`src/rtl/sslvl_pkg.sv`:
```
// Package for the soft-start level stepper.
// Holds field widths, power levels, reset values, saturation limits, the phase type and indexes.
// No dependencies; every other file of the block but the button interface uses it by scoped names.
package sslvl_pkg;

    // Field and state widths
    localparam int unsigned WIDTH_W   = 16;
    localparam int unsigned LEVEL_W   = 3;
    localparam int unsigned TICK_W    = 8;
    localparam int unsigned PRESS_W   = 16;
    localparam int unsigned DEBOUNCE_W = 8;
    localparam int unsigned CFG_IDX_W = 4;
    localparam int unsigned CFG_DATA_W = 16;

    // Power levels
    localparam logic [LEVEL_W-1:0] LEVEL_OFF   = 3'd0;
    localparam logic [LEVEL_W-1:0] LEVEL_ONE   = 3'd1;
    localparam logic [LEVEL_W-1:0] LEVEL_TWO   = 3'd2;
    localparam logic [LEVEL_W-1:0] LEVEL_THREE = 3'd3;
    localparam logic [LEVEL_W-1:0] LEVEL_FOUR  = 3'd4;

    // Register reset values
    localparam logic [WIDTH_W-1:0] RST_RAMP_STEP      = 16'd100;
    localparam logic [TICK_W-1:0]  RST_RAMP_INTERVAL  = 8'd3;
    localparam logic [PRESS_W-1:0] RST_AUTO_OFF_LIMIT = 16'd18000;
    localparam logic [WIDTH_W-1:0] RST_WIDTH_OFF      = 16'd8000;
    localparam logic [WIDTH_W-1:0] RST_WIDTH_ONE      = 16'd9600;
    localparam logic [WIDTH_W-1:0] RST_WIDTH_TWO      = 16'd10200;
    localparam logic [WIDTH_W-1:0] RST_WIDTH_THREE    = 16'd11000;
    localparam logic [WIDTH_W-1:0] RST_WIDTH_FOUR     = 16'd12000;

    // Saturation limits of the counters
    localparam logic [TICK_W-1:0]     TICK_MAX     = '1;
    localparam logic [PRESS_W-1:0]    PRESS_MAX    = '1;
    localparam logic [DEBOUNCE_W-1:0] DEBOUNCE_MAX = '1;

    // Press handling phase, one-hot
    typedef enum logic [2:0] {
        PHASE_IDLE     = 3'b001,
        PHASE_DEBOUNCE = 3'b010,
        PHASE_AWAIT    = 3'b100
    } phase_t;

    // Configuration register indexes
    typedef enum logic [CFG_IDX_W-1:0] {
        CFG_RAMP_STEP      = 4'd0,
        CFG_RAMP_INTERVAL  = 4'd1,
        CFG_AUTO_OFF_LIMIT = 4'd2,
        CFG_WIDTH_OFF      = 4'd3,
        CFG_WIDTH_ONE      = 4'd4,
        CFG_WIDTH_TWO      = 4'd5,
        CFG_WIDTH_THREE    = 4'd6,
        CFG_WIDTH_FOUR     = 4'd7
    } cfg_idx_t;

endpackage

```
`src/rtl/sslvl_button_if.sv`:
```
// Input channel of the soft-start level stepper: one sampled button level per item.
interface sslvl_button_if;
    logic valid;
    logic ready;
    logic button_pressed;

    modport source (output valid, output button_pressed, input ready);
    modport sink (input valid, input button_pressed, output ready);
endinterface

```
`src/rtl/sslvl_status_if.sv`:
```
// Result channel of the soft-start level stepper: pulse width, level and busy flag.
// Depends on sslvl_pkg for the field widths.
interface sslvl_status_if;
    logic                               valid;
    logic                               ready;
    logic [sslvl_pkg::WIDTH_W-1:0]      pulse_width;
    logic [sslvl_pkg::LEVEL_W-1:0]      level;
    logic                               button_busy;

    modport source (output valid, output pulse_width, output level, output button_busy,
                    input ready);
    modport sink (input valid, input pulse_width, input level, input button_busy,
                  output ready);
endinterface

```
`src/rtl/sslvl_cfg_if.sv`:
```
// Configuration write channel of the soft-start level stepper.
// Depends on sslvl_pkg for the index and data widths.
interface sslvl_cfg_if;
    logic                               valid;
    logic                               ready;
    logic [sslvl_pkg::CFG_IDX_W-1:0]    index;
    logic [sslvl_pkg::CFG_DATA_W-1:0]   data;

    modport source (output valid, output index, output data, input ready);
    modport sink (input valid, input index, input data, output ready);
endinterface

```
`src/rtl/soft_start_level_stepper.sv`:
```
// Soft-start level stepper: debounced button steps a power level, the pulse width ramps
// toward the level's target. A result is registered, valid in the cycle after acceptance.
// Throughput: one item per cycle while results are taken; the single output register lets
// a new item enter in the same cycle that the waiting result is taken.
// Reset (rst_n, asynchronous, active low) puts level off, width 8000, counters at zero,
// the press phase idle and all configuration registers at their documented defaults.
module soft_start_level_stepper #(
    parameter int unsigned DEBOUNCE_TICKS = 10
) (
    input  logic                     clk,
    input  logic                     rst_n,
    sslvl_button_if.sink             button,
    sslvl_status_if.source           status,
    sslvl_cfg_if.sink                cfg
);

    localparam logic [sslvl_pkg::DEBOUNCE_W-1:0] DEBOUNCE_LIMIT =
        sslvl_pkg::DEBOUNCE_W'(DEBOUNCE_TICKS);

    // Configuration registers
    logic [sslvl_pkg::WIDTH_W-1:0]    ramp_step_reg;
    logic [sslvl_pkg::TICK_W-1:0]     ramp_interval_reg;
    logic [sslvl_pkg::PRESS_W-1:0]    auto_off_limit_reg;
    logic [sslvl_pkg::WIDTH_W-1:0]    width_off_reg;
    logic [sslvl_pkg::WIDTH_W-1:0]    width_one_reg;
    logic [sslvl_pkg::WIDTH_W-1:0]    width_two_reg;
    logic [sslvl_pkg::WIDTH_W-1:0]    width_three_reg;
    logic [sslvl_pkg::WIDTH_W-1:0]    width_four_reg;

    // Block state
    logic [sslvl_pkg::LEVEL_W-1:0]    level_reg, level_next;
    logic [sslvl_pkg::WIDTH_W-1:0]    width_reg, width_next;
    logic [sslvl_pkg::TICK_W-1:0]     step_ticks_reg, step_ticks_next;
    logic [sslvl_pkg::PRESS_W-1:0]    press_ticks_reg, press_ticks_next;
    sslvl_pkg::phase_t                phase_reg, phase_next;
    logic [sslvl_pkg::DEBOUNCE_W-1:0] debounce_reg, debounce_next;

    // Output register
    logic                             out_valid_reg, out_valid_next;
    logic [sslvl_pkg::WIDTH_W-1:0]    out_width_reg;
    logic [sslvl_pkg::LEVEL_W-1:0]    out_level_reg;
    logic                             out_busy_reg;

    logic                             accept;
    logic [sslvl_pkg::TICK_W-1:0]     step_ticks_inc;
    logic [sslvl_pkg::PRESS_W-1:0]    press_ticks_inc;
    logic [sslvl_pkg::DEBOUNCE_W-1:0] debounce_inc;
    logic [sslvl_pkg::WIDTH_W-1:0]    target;
    logic [sslvl_pkg::WIDTH_W:0]      width_up;
    logic [sslvl_pkg::WIDTH_W-1:0]    width_gap;

    // Handshakes
    assign cfg.ready    = 1'b1;
    assign button.ready = !out_valid_reg || status.ready;
    assign accept       = button.valid && button.ready;

    assign status.valid       = out_valid_reg;
    assign status.pulse_width = out_width_reg;
    assign status.level       = out_level_reg;
    assign status.button_busy = out_busy_reg;

    // Configuration writes
    always_ff @(posedge clk or negedge rst_n)
    begin
        if (!rst_n)
        begin
            ramp_step_reg      <= sslvl_pkg::RST_RAMP_STEP;
            ramp_interval_reg  <= sslvl_pkg::RST_RAMP_INTERVAL;
            auto_off_limit_reg <= sslvl_pkg::RST_AUTO_OFF_LIMIT;
            width_off_reg      <= sslvl_pkg::RST_WIDTH_OFF;
            width_one_reg      <= sslvl_pkg::RST_WIDTH_ONE;
            width_two_reg      <= sslvl_pkg::RST_WIDTH_TWO;
            width_three_reg    <= sslvl_pkg::RST_WIDTH_THREE;
            width_four_reg     <= sslvl_pkg::RST_WIDTH_FOUR;
        end
        else if (cfg.valid && cfg.ready)
        begin
            case (cfg.index)
                sslvl_pkg::CFG_RAMP_STEP:      ramp_step_reg      <= cfg.data;
                sslvl_pkg::CFG_RAMP_INTERVAL:  ramp_interval_reg  <= cfg.data[sslvl_pkg::TICK_W-1:0];
                sslvl_pkg::CFG_AUTO_OFF_LIMIT: auto_off_limit_reg <= cfg.data;
                sslvl_pkg::CFG_WIDTH_OFF:      width_off_reg      <= cfg.data;
                sslvl_pkg::CFG_WIDTH_ONE:      width_one_reg      <= cfg.data;
                sslvl_pkg::CFG_WIDTH_TWO:      width_two_reg      <= cfg.data;
                sslvl_pkg::CFG_WIDTH_THREE:    width_three_reg    <= cfg.data;
                sslvl_pkg::CFG_WIDTH_FOUR:     width_four_reg     <= cfg.data;
                default: ;
            endcase
        end
    end

    // Saturating tick counters
    assign step_ticks_inc  = (step_ticks_reg == sslvl_pkg::TICK_MAX) ? step_ticks_reg
                           : step_ticks_reg + 1'b1;
    assign press_ticks_inc = (press_ticks_reg == sslvl_pkg::PRESS_MAX) ? press_ticks_reg
                           : press_ticks_reg + 1'b1;
    assign debounce_inc    = (debounce_reg == sslvl_pkg::DEBOUNCE_MAX) ? debounce_reg
                           : debounce_reg + 1'b1;

    // Target width of the level held at the start of idle processing
    always_comb
    begin
        case (level_reg)
            sslvl_pkg::LEVEL_ONE:   target = width_one_reg;
            sslvl_pkg::LEVEL_TWO:   target = width_two_reg;
            sslvl_pkg::LEVEL_THREE: target = width_three_reg;
            sslvl_pkg::LEVEL_FOUR:  target = width_four_reg;
            default:                target = width_off_reg;
        endcase
    end

    assign width_up  = {1'b0, width_reg} + {1'b0, ramp_step_reg};
    assign width_gap = width_reg - target;

    // Per-item state update: press handling, then idle processing
    always_comb
    begin
        level_next       = level_reg;
        width_next       = width_reg;
        step_ticks_next  = step_ticks_inc;
        press_ticks_next = press_ticks_inc;
        phase_next       = phase_reg;
        debounce_next    = debounce_reg;

        case (phase_reg)
            sslvl_pkg::PHASE_DEBOUNCE:
            begin
                if (!button.button_pressed)
                begin
                    phase_next = sslvl_pkg::PHASE_IDLE;
                end
                else
                begin
                    debounce_next = debounce_inc;
                    if (debounce_inc >= DEBOUNCE_LIMIT)
                    begin
                        press_ticks_next = '0;
                        level_next = (level_reg >= sslvl_pkg::LEVEL_FOUR) ? sslvl_pkg::LEVEL_OFF
                                   : level_reg + 1'b1;
                        phase_next = sslvl_pkg::PHASE_AWAIT;
                    end
                end
            end
            sslvl_pkg::PHASE_AWAIT:
            begin
                if (!button.button_pressed)
                begin
                    phase_next = sslvl_pkg::PHASE_IDLE;
                end
            end
            default:
            begin
                phase_next = sslvl_pkg::PHASE_IDLE;
                if (button.button_pressed)
                begin
                    phase_next    = sslvl_pkg::PHASE_DEBOUNCE;
                    debounce_next = '0;
                end
            end
        endcase

        // Idle processing never follows an accepted press, so the level is unchanged here.
        if (phase_next == sslvl_pkg::PHASE_IDLE)
        begin
            if (level_reg != sslvl_pkg::LEVEL_OFF && press_ticks_inc > auto_off_limit_reg)
            begin
                level_next = sslvl_pkg::LEVEL_OFF;
            end
            if (step_ticks_inc >= ramp_interval_reg)
            begin
                step_ticks_next = '0;
                if (width_reg < target)
                begin
                    width_next = (width_up > {1'b0, target}) ? target
                               : width_up[sslvl_pkg::WIDTH_W-1:0];
                end
                else if (width_reg > target)
                begin
                    width_next = (width_gap < ramp_step_reg) ? target
                               : width_reg - ramp_step_reg;
                end
            end
        end
    end

    // Control state
    always_ff @(posedge clk or negedge rst_n)
    begin
        if (!rst_n)
        begin
            level_reg       <= sslvl_pkg::LEVEL_OFF;
            width_reg       <= sslvl_pkg::RST_WIDTH_OFF;
            step_ticks_reg  <= '0;
            press_ticks_reg <= '0;
            phase_reg       <= sslvl_pkg::PHASE_IDLE;
            debounce_reg    <= '0;
        end
        else if (accept)
        begin
            level_reg       <= level_next;
            width_reg       <= width_next;
            step_ticks_reg  <= step_ticks_next;
            press_ticks_reg <= press_ticks_next;
            phase_reg       <= phase_next;
            debounce_reg    <= debounce_next;
        end
    end

    // Output valid
    always_comb
    begin
        out_valid_next = out_valid_reg;
        if (accept)
        begin
            out_valid_next = 1'b1;
        end
        else if (status.ready)
        begin
            out_valid_next = 1'b0;
        end
    end

    always_ff @(posedge clk or negedge rst_n)
    begin
        if (!rst_n)
        begin
            out_valid_reg <= 1'b0;
        end
        else
        begin
            out_valid_reg <= out_valid_next;
        end
    end

    // Output payload
    always_ff @(posedge clk)
    begin
        if (accept)
        begin
            out_width_reg <= width_next;
            out_level_reg <= level_next;
            out_busy_reg  <= (phase_next != sslvl_pkg::PHASE_IDLE);
        end
    end

    // The level never leaves the range off to four.
    assert property (@(posedge clk) disable iff (!rst_n)
        level_reg <= sslvl_pkg::LEVEL_FOUR)
        else $error("power level out of range");

    // While the button stays held after an accepted press the level cannot change.
    assert property (@(posedge clk) disable iff (!rst_n)
        accept && phase_reg == sslvl_pkg::PHASE_AWAIT && button.button_pressed
        |=> level_reg == $past(level_reg))
        else $error("level changed while awaiting release");

    // Entering the await phase from debounce restarts the auto-off count.
    assert property (@(posedge clk) disable iff (!rst_n)
        accept && phase_reg == sslvl_pkg::PHASE_DEBOUNCE
        && phase_next == sslvl_pkg::PHASE_AWAIT |=> press_ticks_reg == '0)
        else $error("press count not restarted on accepted press");

    // An empty output register always lets an item in.
    assert property (@(posedge clk) disable iff (!rst_n)
        !out_valid_reg |-> button.ready)
        else $error("input stalled with empty output register");

    // The busy flag of a fresh result follows the stored phase.
    assert property (@(posedge clk) disable iff (!rst_n)
        accept |=> out_busy_reg == (phase_reg != sslvl_pkg::PHASE_IDLE))
        else $error("busy flag does not match press phase");

endmodule
```
`src/flat_wrapper.sv`:
```
// flat-port wrapper written by rule: the top's interface ports become plain ports
module soft_start_level_stepper_flat 
#(
    parameter int unsigned DEBOUNCE_TICKS = 10
)
  (clk, rst_n, button_valid, button_button_pressed, button_ready, status_valid, status_pulse_width, status_level, status_button_busy, status_ready, cfg_valid, cfg_index, cfg_data, cfg_ready);
  sslvl_button_if button_i ();
  sslvl_status_if status_i ();
  sslvl_cfg_if cfg_i ();
  input  logic clk;
  input  logic rst_n;
  input wire logic [$bits(button_i.valid)-1:0] button_valid;
  input wire logic [$bits(button_i.button_pressed)-1:0] button_button_pressed;
  output wire logic [$bits(button_i.ready)-1:0] button_ready;
  output wire logic [$bits(status_i.valid)-1:0] status_valid;
  output wire logic [$bits(status_i.pulse_width)-1:0] status_pulse_width;
  output wire logic [$bits(status_i.level)-1:0] status_level;
  output wire logic [$bits(status_i.button_busy)-1:0] status_button_busy;
  input wire logic [$bits(status_i.ready)-1:0] status_ready;
  input wire logic [$bits(cfg_i.valid)-1:0] cfg_valid;
  input wire logic [$bits(cfg_i.index)-1:0] cfg_index;
  input wire logic [$bits(cfg_i.data)-1:0] cfg_data;
  output wire logic [$bits(cfg_i.ready)-1:0] cfg_ready;
  assign button_i.valid = button_valid;
  assign button_i.button_pressed = button_button_pressed;
  assign button_ready = button_i.ready;
  assign status_valid = status_i.valid;
  assign status_pulse_width = status_i.pulse_width;
  assign status_level = status_i.level;
  assign status_button_busy = status_i.button_busy;
  assign status_i.ready = status_ready;
  assign cfg_i.valid = cfg_valid;
  assign cfg_i.index = cfg_index;
  assign cfg_i.data = cfg_data;
  assign cfg_ready = cfg_i.ready;
  soft_start_level_stepper #(.DEBOUNCE_TICKS(DEBOUNCE_TICKS)) u_core (.clk(clk), .rst_n(rst_n), .button(button_i), .status(status_i), .cfg(cfg_i));
endmodule
```
`config.mk`:
```
export PLATFORM = sky130hd
export DESIGN_NAME = soft_start_level_stepper_flat
export DESIGN_NICKNAME = d
export VERILOG_FILES = /design/src/rtl/sslvl_pkg.sv /design/src/rtl/sslvl_button_if.sv /design/src/rtl/sslvl_status_if.sv /design/src/rtl/sslvl_cfg_if.sv /design/src/rtl/soft_start_level_stepper.sv /design/src/flat_wrapper.sv
export SDC_FILE = /design/constraint.sdc
export NUM_CORES = 1
export LEC_CHECK = 0
export ABC_AREA = 0
export BUFFER_PORTS_ARGS = -buffer_cell sky130_fd_sc_hd__buf_4
export CORE_MARGIN = 2
export CORE_UTILIZATION = 45
export CTS_CLUSTER_DIAMETER = 50
export DETAILED_ROUTE_END_ITERATION = 8
export MAX_ROUTING_LAYER = met4
export SYNTH_ARGS = -nofsm -noshare
export SYNTH_HDL_FRONTEND = slang
export SYNTH_SLANG_ARGS = --single-unit
```
`constraint.sdc`:
```
create_clock -name clk -period 5.65 [get_ports clk]
set_input_delay 0.8475 -clock clk [delete_from_list [all_inputs] [get_ports clk]]
set_output_delay 0.8475 -clock clk [all_outputs]
set_load 0.005 [all_outputs]
```
**After elaboration in Yosys (flattened, before gate mapping)**

Index checks and enable logic that the tools add are counted.

- Flip-flop bits (word level): 195
- Bits of input ports: 26
- Output and inout bits: 23

- $add $sub $neg: 7
- Order comparisons: 8
- Equal/unequal tests: 18
- Muxes and demuxes: 31
- Bitwise logic cells: 1
- Reduce and logical (&&, ||, !) cells: 16

Operator list:

| kind | count |
|---|---|
| 16-bit 2-to-1 mux | 10 |
| 16-bit one-hot mux with 4 select lines | 1 |
| 8-bit 2-to-1 mux | 6 |
| 16-bit greater-than comparator | 2 |
| 16-bit < comparator | 2 |
| 16-bit subtractor | 2 |
| 3-bit 2-to-1 mux | 9 |
| 16-bit by 16-bit adder with 17-bit output | 1 |
| 17-bit by 16-bit greater-than comparator with 1-bit output | 1 |
| 16-bit by 1-bit adder with 16-bit output (second input constant) | 1 |
| 8-bit by 1-bit adder with 8-bit output (second input constant) | 2 |
| 16-bit == test (second input constant) | 1 |
| 4-bit by 3-bit == test with 1-bit output (second input constant) | 4 |
| 8-bit == test (second input constant) | 2 |
| 8-bit one-hot mux with 2 select lines | 1 |
| 2-bit AND reduction | 8 |
| 3-bit by 2-bit == test with 1-bit output (second input constant) | 3 |
| 4-bit by 2-bit == test with 1-bit output (second input constant) | 2 |
| 8-bit by 4-bit >= comparator with 1-bit output (second input constant) | 1 |
| 8-bit >= comparator | 1 |
| 3-bit by 1-bit == test with 1-bit output (second input constant) | 2 |
| 3-bit == test (second input constant) | 2 |
| 3-bit one-hot mux with 2 select lines | 1 |
| 4-bit by 1-bit == test with 1-bit output (second input constant) | 1 |
| other kinds (13) | 15 |

**Logic depth before layout (Yosys ltp)**

- Word-level depth: 9
- Depth in mapped cells: 32
- Depth with buffers taken out: 28

**Worst setup path before layout**

OpenSTA, ideal clock, no wires.

- Path type: register to register
- From: register u_core.level_reg[0] in the netlist's numbering
- To: register u_core.out_width_reg, in the netlist u_core.status.pulse_width[5] (data pin)
- Library setup time: 261 ps
- Data arrival time: 5562 ps
- Required time: 5389 ps
- Setup slack: -172 ps
- Stages on the path, launching flop included: 31
- Buffers on the path: 4
- Clock period less this slack: 5822 ps
- Cells stage by stage: dfrtp_1 -> inv_1 -> ha_1 -> buf_2 -> nor4_1 -> nor2_2 -> clkbuf_1 -> clkbuf_1 -> o211ai_1 -> o21ai_0 -> inv_1 -> ha_1 -> fa_1 -> inv_1 -> a21o_1 -> a21oi_1 -> a21o_1 -> o21ai_1 -> nand2_1 -> a21oi_1 -> a211oi_1 -> xnor2_1 -> ha_1 -> nor2b_1 -> o21ai_0 -> o211ai_1 -> nor2_1 -> clkbuf_1 -> mux2i_1 -> a211oi_1 -> a221o_1

- Cells in the longest elaborated chain, start to end: 9
- Elaborated cells between the ends (all ways): 16

Ends and longest elaborated chain:

| element | RTL line | source |
|---|---|---|
| start, declared | soft_start_level_stepper.sv:31 | `logic [sslvl_pkg::LEVEL_W-1:0] level_reg, level_next;` |
| start signal, assigned | soft_start_level_stepper.sv:191 | `level_reg <= sslvl_pkg::LEVEL_OFF;` |
| start signal, assigned | soft_start_level_stepper.sv:200 | `level_reg <= level_next;` |
| 3-bit == test, or another cell as far along | soft_start_level_stepper.sv:103 | `case (level_reg)` |
| 16-bit one-hot mux with 4 select lines * | soft_start_level_stepper.sv:103 |  |
| 16-bit subtractor | soft_start_level_stepper.sv:113 | `assign width_gap = width_reg - target;` |
| 16-bit < comparator | soft_start_level_stepper.sv:179 | `width_next = (width_gap < ramp_step_reg) ? target` |
| 16-bit 2-to-1 mux | soft_start_level_stepper.sv:179 |  |
| 16-bit 2-to-1 mux | soft_start_level_stepper.sv:177 | `else if (width_reg > target)` |
| 16-bit 2-to-1 mux * | soft_start_level_stepper.sv:172 | `if (width_reg < target)` |
| 16-bit 2-to-1 mux * | soft_start_level_stepper.sv:169 | `if (step_ticks_inc >= ramp_interval_reg)` |
| 16-bit 2-to-1 mux * | soft_start_level_stepper.sv:163 | `if (phase_next == sslvl_pkg::PHASE_IDLE)` |
| named net u_core.width_next (one bit) | soft_start_level_stepper.sv:32 | `logic [sslvl_pkg::WIDTH_W-1:0] width_reg, width_next;` |
| end signal, assigned | soft_start_level_stepper.sv:240 | `out_width_reg <= width_next;` |
| end, declared | soft_start_level_stepper.sv:40 | `logic [sslvl_pkg::WIDTH_W-1:0] out_width_reg;` |

The timed path passes the listed nets; every way through them passes the cells marked *.
A chain may end at the register's enable or synchronous reset.

**Final worst setup path**

- From: register u_core.level_reg[0] in the netlist's numbering
- To: register u_core.width_reg[7] in the netlist's numbering

- Cells in the longest elaborated chain, start to end: 9
- Elaborated cells between the ends (all ways): 16

Ends and longest elaborated chain:

| element | RTL line | source |
|---|---|---|
| 3-bit == test, or another cell as far along | soft_start_level_stepper.sv:103 |  |
| 16-bit one-hot mux with 4 select lines * | soft_start_level_stepper.sv:103 |  |
| 16-bit subtractor | soft_start_level_stepper.sv:113 |  |
| 16-bit < comparator | soft_start_level_stepper.sv:179 |  |
| 16-bit 2-to-1 mux | soft_start_level_stepper.sv:179 |  |
| 16-bit 2-to-1 mux | soft_start_level_stepper.sv:177 |  |
| 16-bit 2-to-1 mux * | soft_start_level_stepper.sv:172 |  |
| 16-bit 2-to-1 mux * | soft_start_level_stepper.sv:169 |  |
| 16-bit 2-to-1 mux * | soft_start_level_stepper.sv:163 |  |
| named net u_core.width_next (one bit) | soft_start_level_stepper.sv:32 |  |
| end signal, assigned | soft_start_level_stepper.sv:192 | `width_reg <= sslvl_pkg::RST_WIDTH_OFF;` |
| end signal, assigned | soft_start_level_stepper.sv:201 | `width_reg <= width_next;` |
| end, declared | soft_start_level_stepper.sv:32 |  |

Marked as above.

==> metrics.yaml <==
power:
  leakage_nw: 6.453
  p_per_area_nw_per_um2: 573.4
  vdd_drop_max_uv: 323.5
synthesis:
  synth_flop_cell: "dfrtp_1"
  syn-cell-area_um2: 13070
  synth_top_area_frac: 0.2394
  yosys.area.top_type: "dfrtp_1"
  yosysUniqueCellTypes: 76
  async_flop_share: 0.8974
  ys_top_cells_by_count: "132 x mux2_2, 125 x dfrtp_1, 107 x ha_1, 88 x nand2_1, 87 x inv_1"
  syn_avg_cell_area_um2: 9.960
  synth.area.top_cells: "dfrtp_1 24%, mux2_2 11%, ha_1 10%"
  synthesis.nets: 1448
  ys_seq_area_frac: 0.3859
  yosysWarnings: 0
  synth_enable_flop_cells: 20
  yosysMostFrequentCell: "mux2_2"
  syn-instance-count: 1312
  yosys_register_bits: 195
detailed_routing:
  wl_per_cell_um: 19.69
  dr.pass1.iters: 5
  ant_nets: 0
  routed_via_density: 5.795
  num_vias: 10270
  drc: 0
  drt-initial-drc-count: 811
  drt-total-wl_um: 34890
timing:
  worst_pin_slew_ps: 1029
  finalCritPeriodShare: 0.9718
  finalHoldViolCount: 0
  skew_ps: 18.88
  finalCriticalPeriod_ps: 5491
  rsz0062_at_grt: "true"
  fin_ws_ps: 159.2
  setup_violations: 0
  whs_ps: 284.1
  fin_setup_tns_ps: 0
  slew_headroom: 0.3048
  max_freq_mhz: 182.1
  slew_viol_final: 0
clocking:
  cts_buffers: 17
  hold_buffers: 0
  clockBufferDepth: 2
  clk_latency_ps: 450
  cts.sinks: 195
  clk_pin_slew_ps: 80
  root_buffer: "clkbuf_16"
  htreeDepth: 4
  cts_tree: "done"
die:
  die_y_um: 174.4
  dieArea_um2: 30420
  start_util: 0.4565
  ios: 49
  coreArea_um2: 28630
  die_w_um: 174.4
  rows: 62
global_routing:
  track_usage: 0.2393
  grt_antenna_before_repair: 0
  grt_pass1_wl_um: 55360
  overflow: 0
  grt_max_degree: 144
  grt_pass1_vias: 9929
layout:
  stdcell_area_um2: 14920
  area_growth_pct: 14.14
  final_core_util: 0.5211
  nets: 1511
  drive_above_1_share: 0.2558
  diodes: 0
place:
  placed_area_um2: 14050
  dpl.hpwl_um: 25520
  io_buffers: 47
  dp_worst_setup_slack_ps: 77.71
  place_congestion: 0.9356
flow_run:
  cap_violations: 0
run_status:
  status: "finished, final reports clean"
critical_path:
  required_ps: 5990
  worstSetupPathType: "reg -> reg"
  end_kind: "flip-flop"
  cp_max_fo: 11
  crit_arrival_ps: 5830
  start_kind: "flip-flop"
worst_hold_path:
  hold_class: "in -> async"
==> cell usage in the layout (no fill, tap or decap), drive strengths merged, types with 14 or more instances in the layout <==
cell type	instances
xnor2	38
nor3	18
dfstp	50
a22oi	16
ha	107
nor2	71
nand3	25
o21ai	82
a211oi	14
dfrtp	125
a32oi	14
clkbuf	19
nand2	88
edfxtp	20
o21a	18
and3	16
a21oi	65
nor2b	22
inv	97
a21o	18
o211ai	19
buf	99
mux2	133
mux2i	26
==> per-layer routing <==
layer / GRT usage / wire [µm] / vias to the layer above
met3: 0.03412 / 1445 / 33
met2: 0.3540 / 15660 / 217
met1: 0.3444 / 17170 / 5083
met5: - / 0 / -
li1: - / - / 4936
met4: 0.06127 / 614 / 0
==> worst max-delay path, stage by stage (launching register included) <==
cell	delay, ps
dfrtp_2	460
inv_1	110
ha_2	230
buf_4	170
buf_4	220
a22oi_1	140
o211ai_1	190
o21ai_0	160
ha_1	380
and3_1	190
a32o_1	280
a31oi_2	200
a21oi_2	110
a211o_1	290
a21oi_1	180
xnor2_1	90
ha_1	300
nand4_1	130
a211o_1	300
a21oi_2	170
nor2_4	90
buf_12	160
mux2_2	220
nor3_1	40
a221o_1	280
mux2_2	260
==> where the power goes <==
part / switching, mW / internal (mW) / total (mW)
Clock: 0.625 / 0.684 / 1.31
Combinational: 2.70 / 2.38 / 5.08
Sequential: 0.323 / 1.84 / 2.17
Total: 3.64 / 4.91 / 8.55
==> worst paths after layout <==
check / from / to / slack (ps) / cells after the start
min in group clk: u_core.phase_reg[0] / u_core.phase_reg[0] / 500 / 2
worst min register to register: u_core.phase_reg[0] / u_core.phase_reg[0] / 500 / 2
worst min-delay path: rst_n / u_core.step_ticks_reg[7] / 280 / 1
worst max register to register: u_core.level_reg[0] / u_core.width_reg[7] / 160 / 25
max in group asynchronous: rst_n / u_core.ramp_step_reg[15] / 4260 / 2
worst max-delay path: u_core.level_reg[0] / u_core.width_reg[7] / 160 / 25
==> cell type report <==
cell class / count / area [µm²]
Clock buffer: 17 / 425.4
Clock inverter: 15 / 210.2
Fill cell: 2650 / 13710
Inverter: 89 / 334.1
Multi-Input combinational cell: 971 / 7559
Sequential cell: 195 / 5044
Tap cell: 384 / 480.5
Timing Repair Buffer: 101 / 863.3
==> stage by stage <==
step / instances / power [mW]
2_1_floorplan: 1312 / 5.513
3_3_place_gp: 1727 / 6.786
3_5_place_dp: 1727 / 6.824
4_1_cts: 1759 / 8.163
5_1_grt: 1772 / 9.223
6_report: 1772 / 8.552
==> cell families after synthesis <==
family / after synthesis / synth area share
AOI/OAI and AO/OA: 333 / 0.1724
and+or+nand+nor: 317 / 0.1212
DFF: 195 / 0.3859
muxes: 159 / 0.1348
buffers and inverters: 146 / 0.04414
adders and majority gates: 110 / 0.1070
xor gates and xnor gates: 51 / 0.03418
other: 1 / 0.0002870
==> repair_timing <==
action / in CTS / in global routing
endpoints found under the setup margin: 0 / 32
setup buffers: 0 / 11
gates resized for setup: 0 / 33
Power figures use the tool's default switching activity.
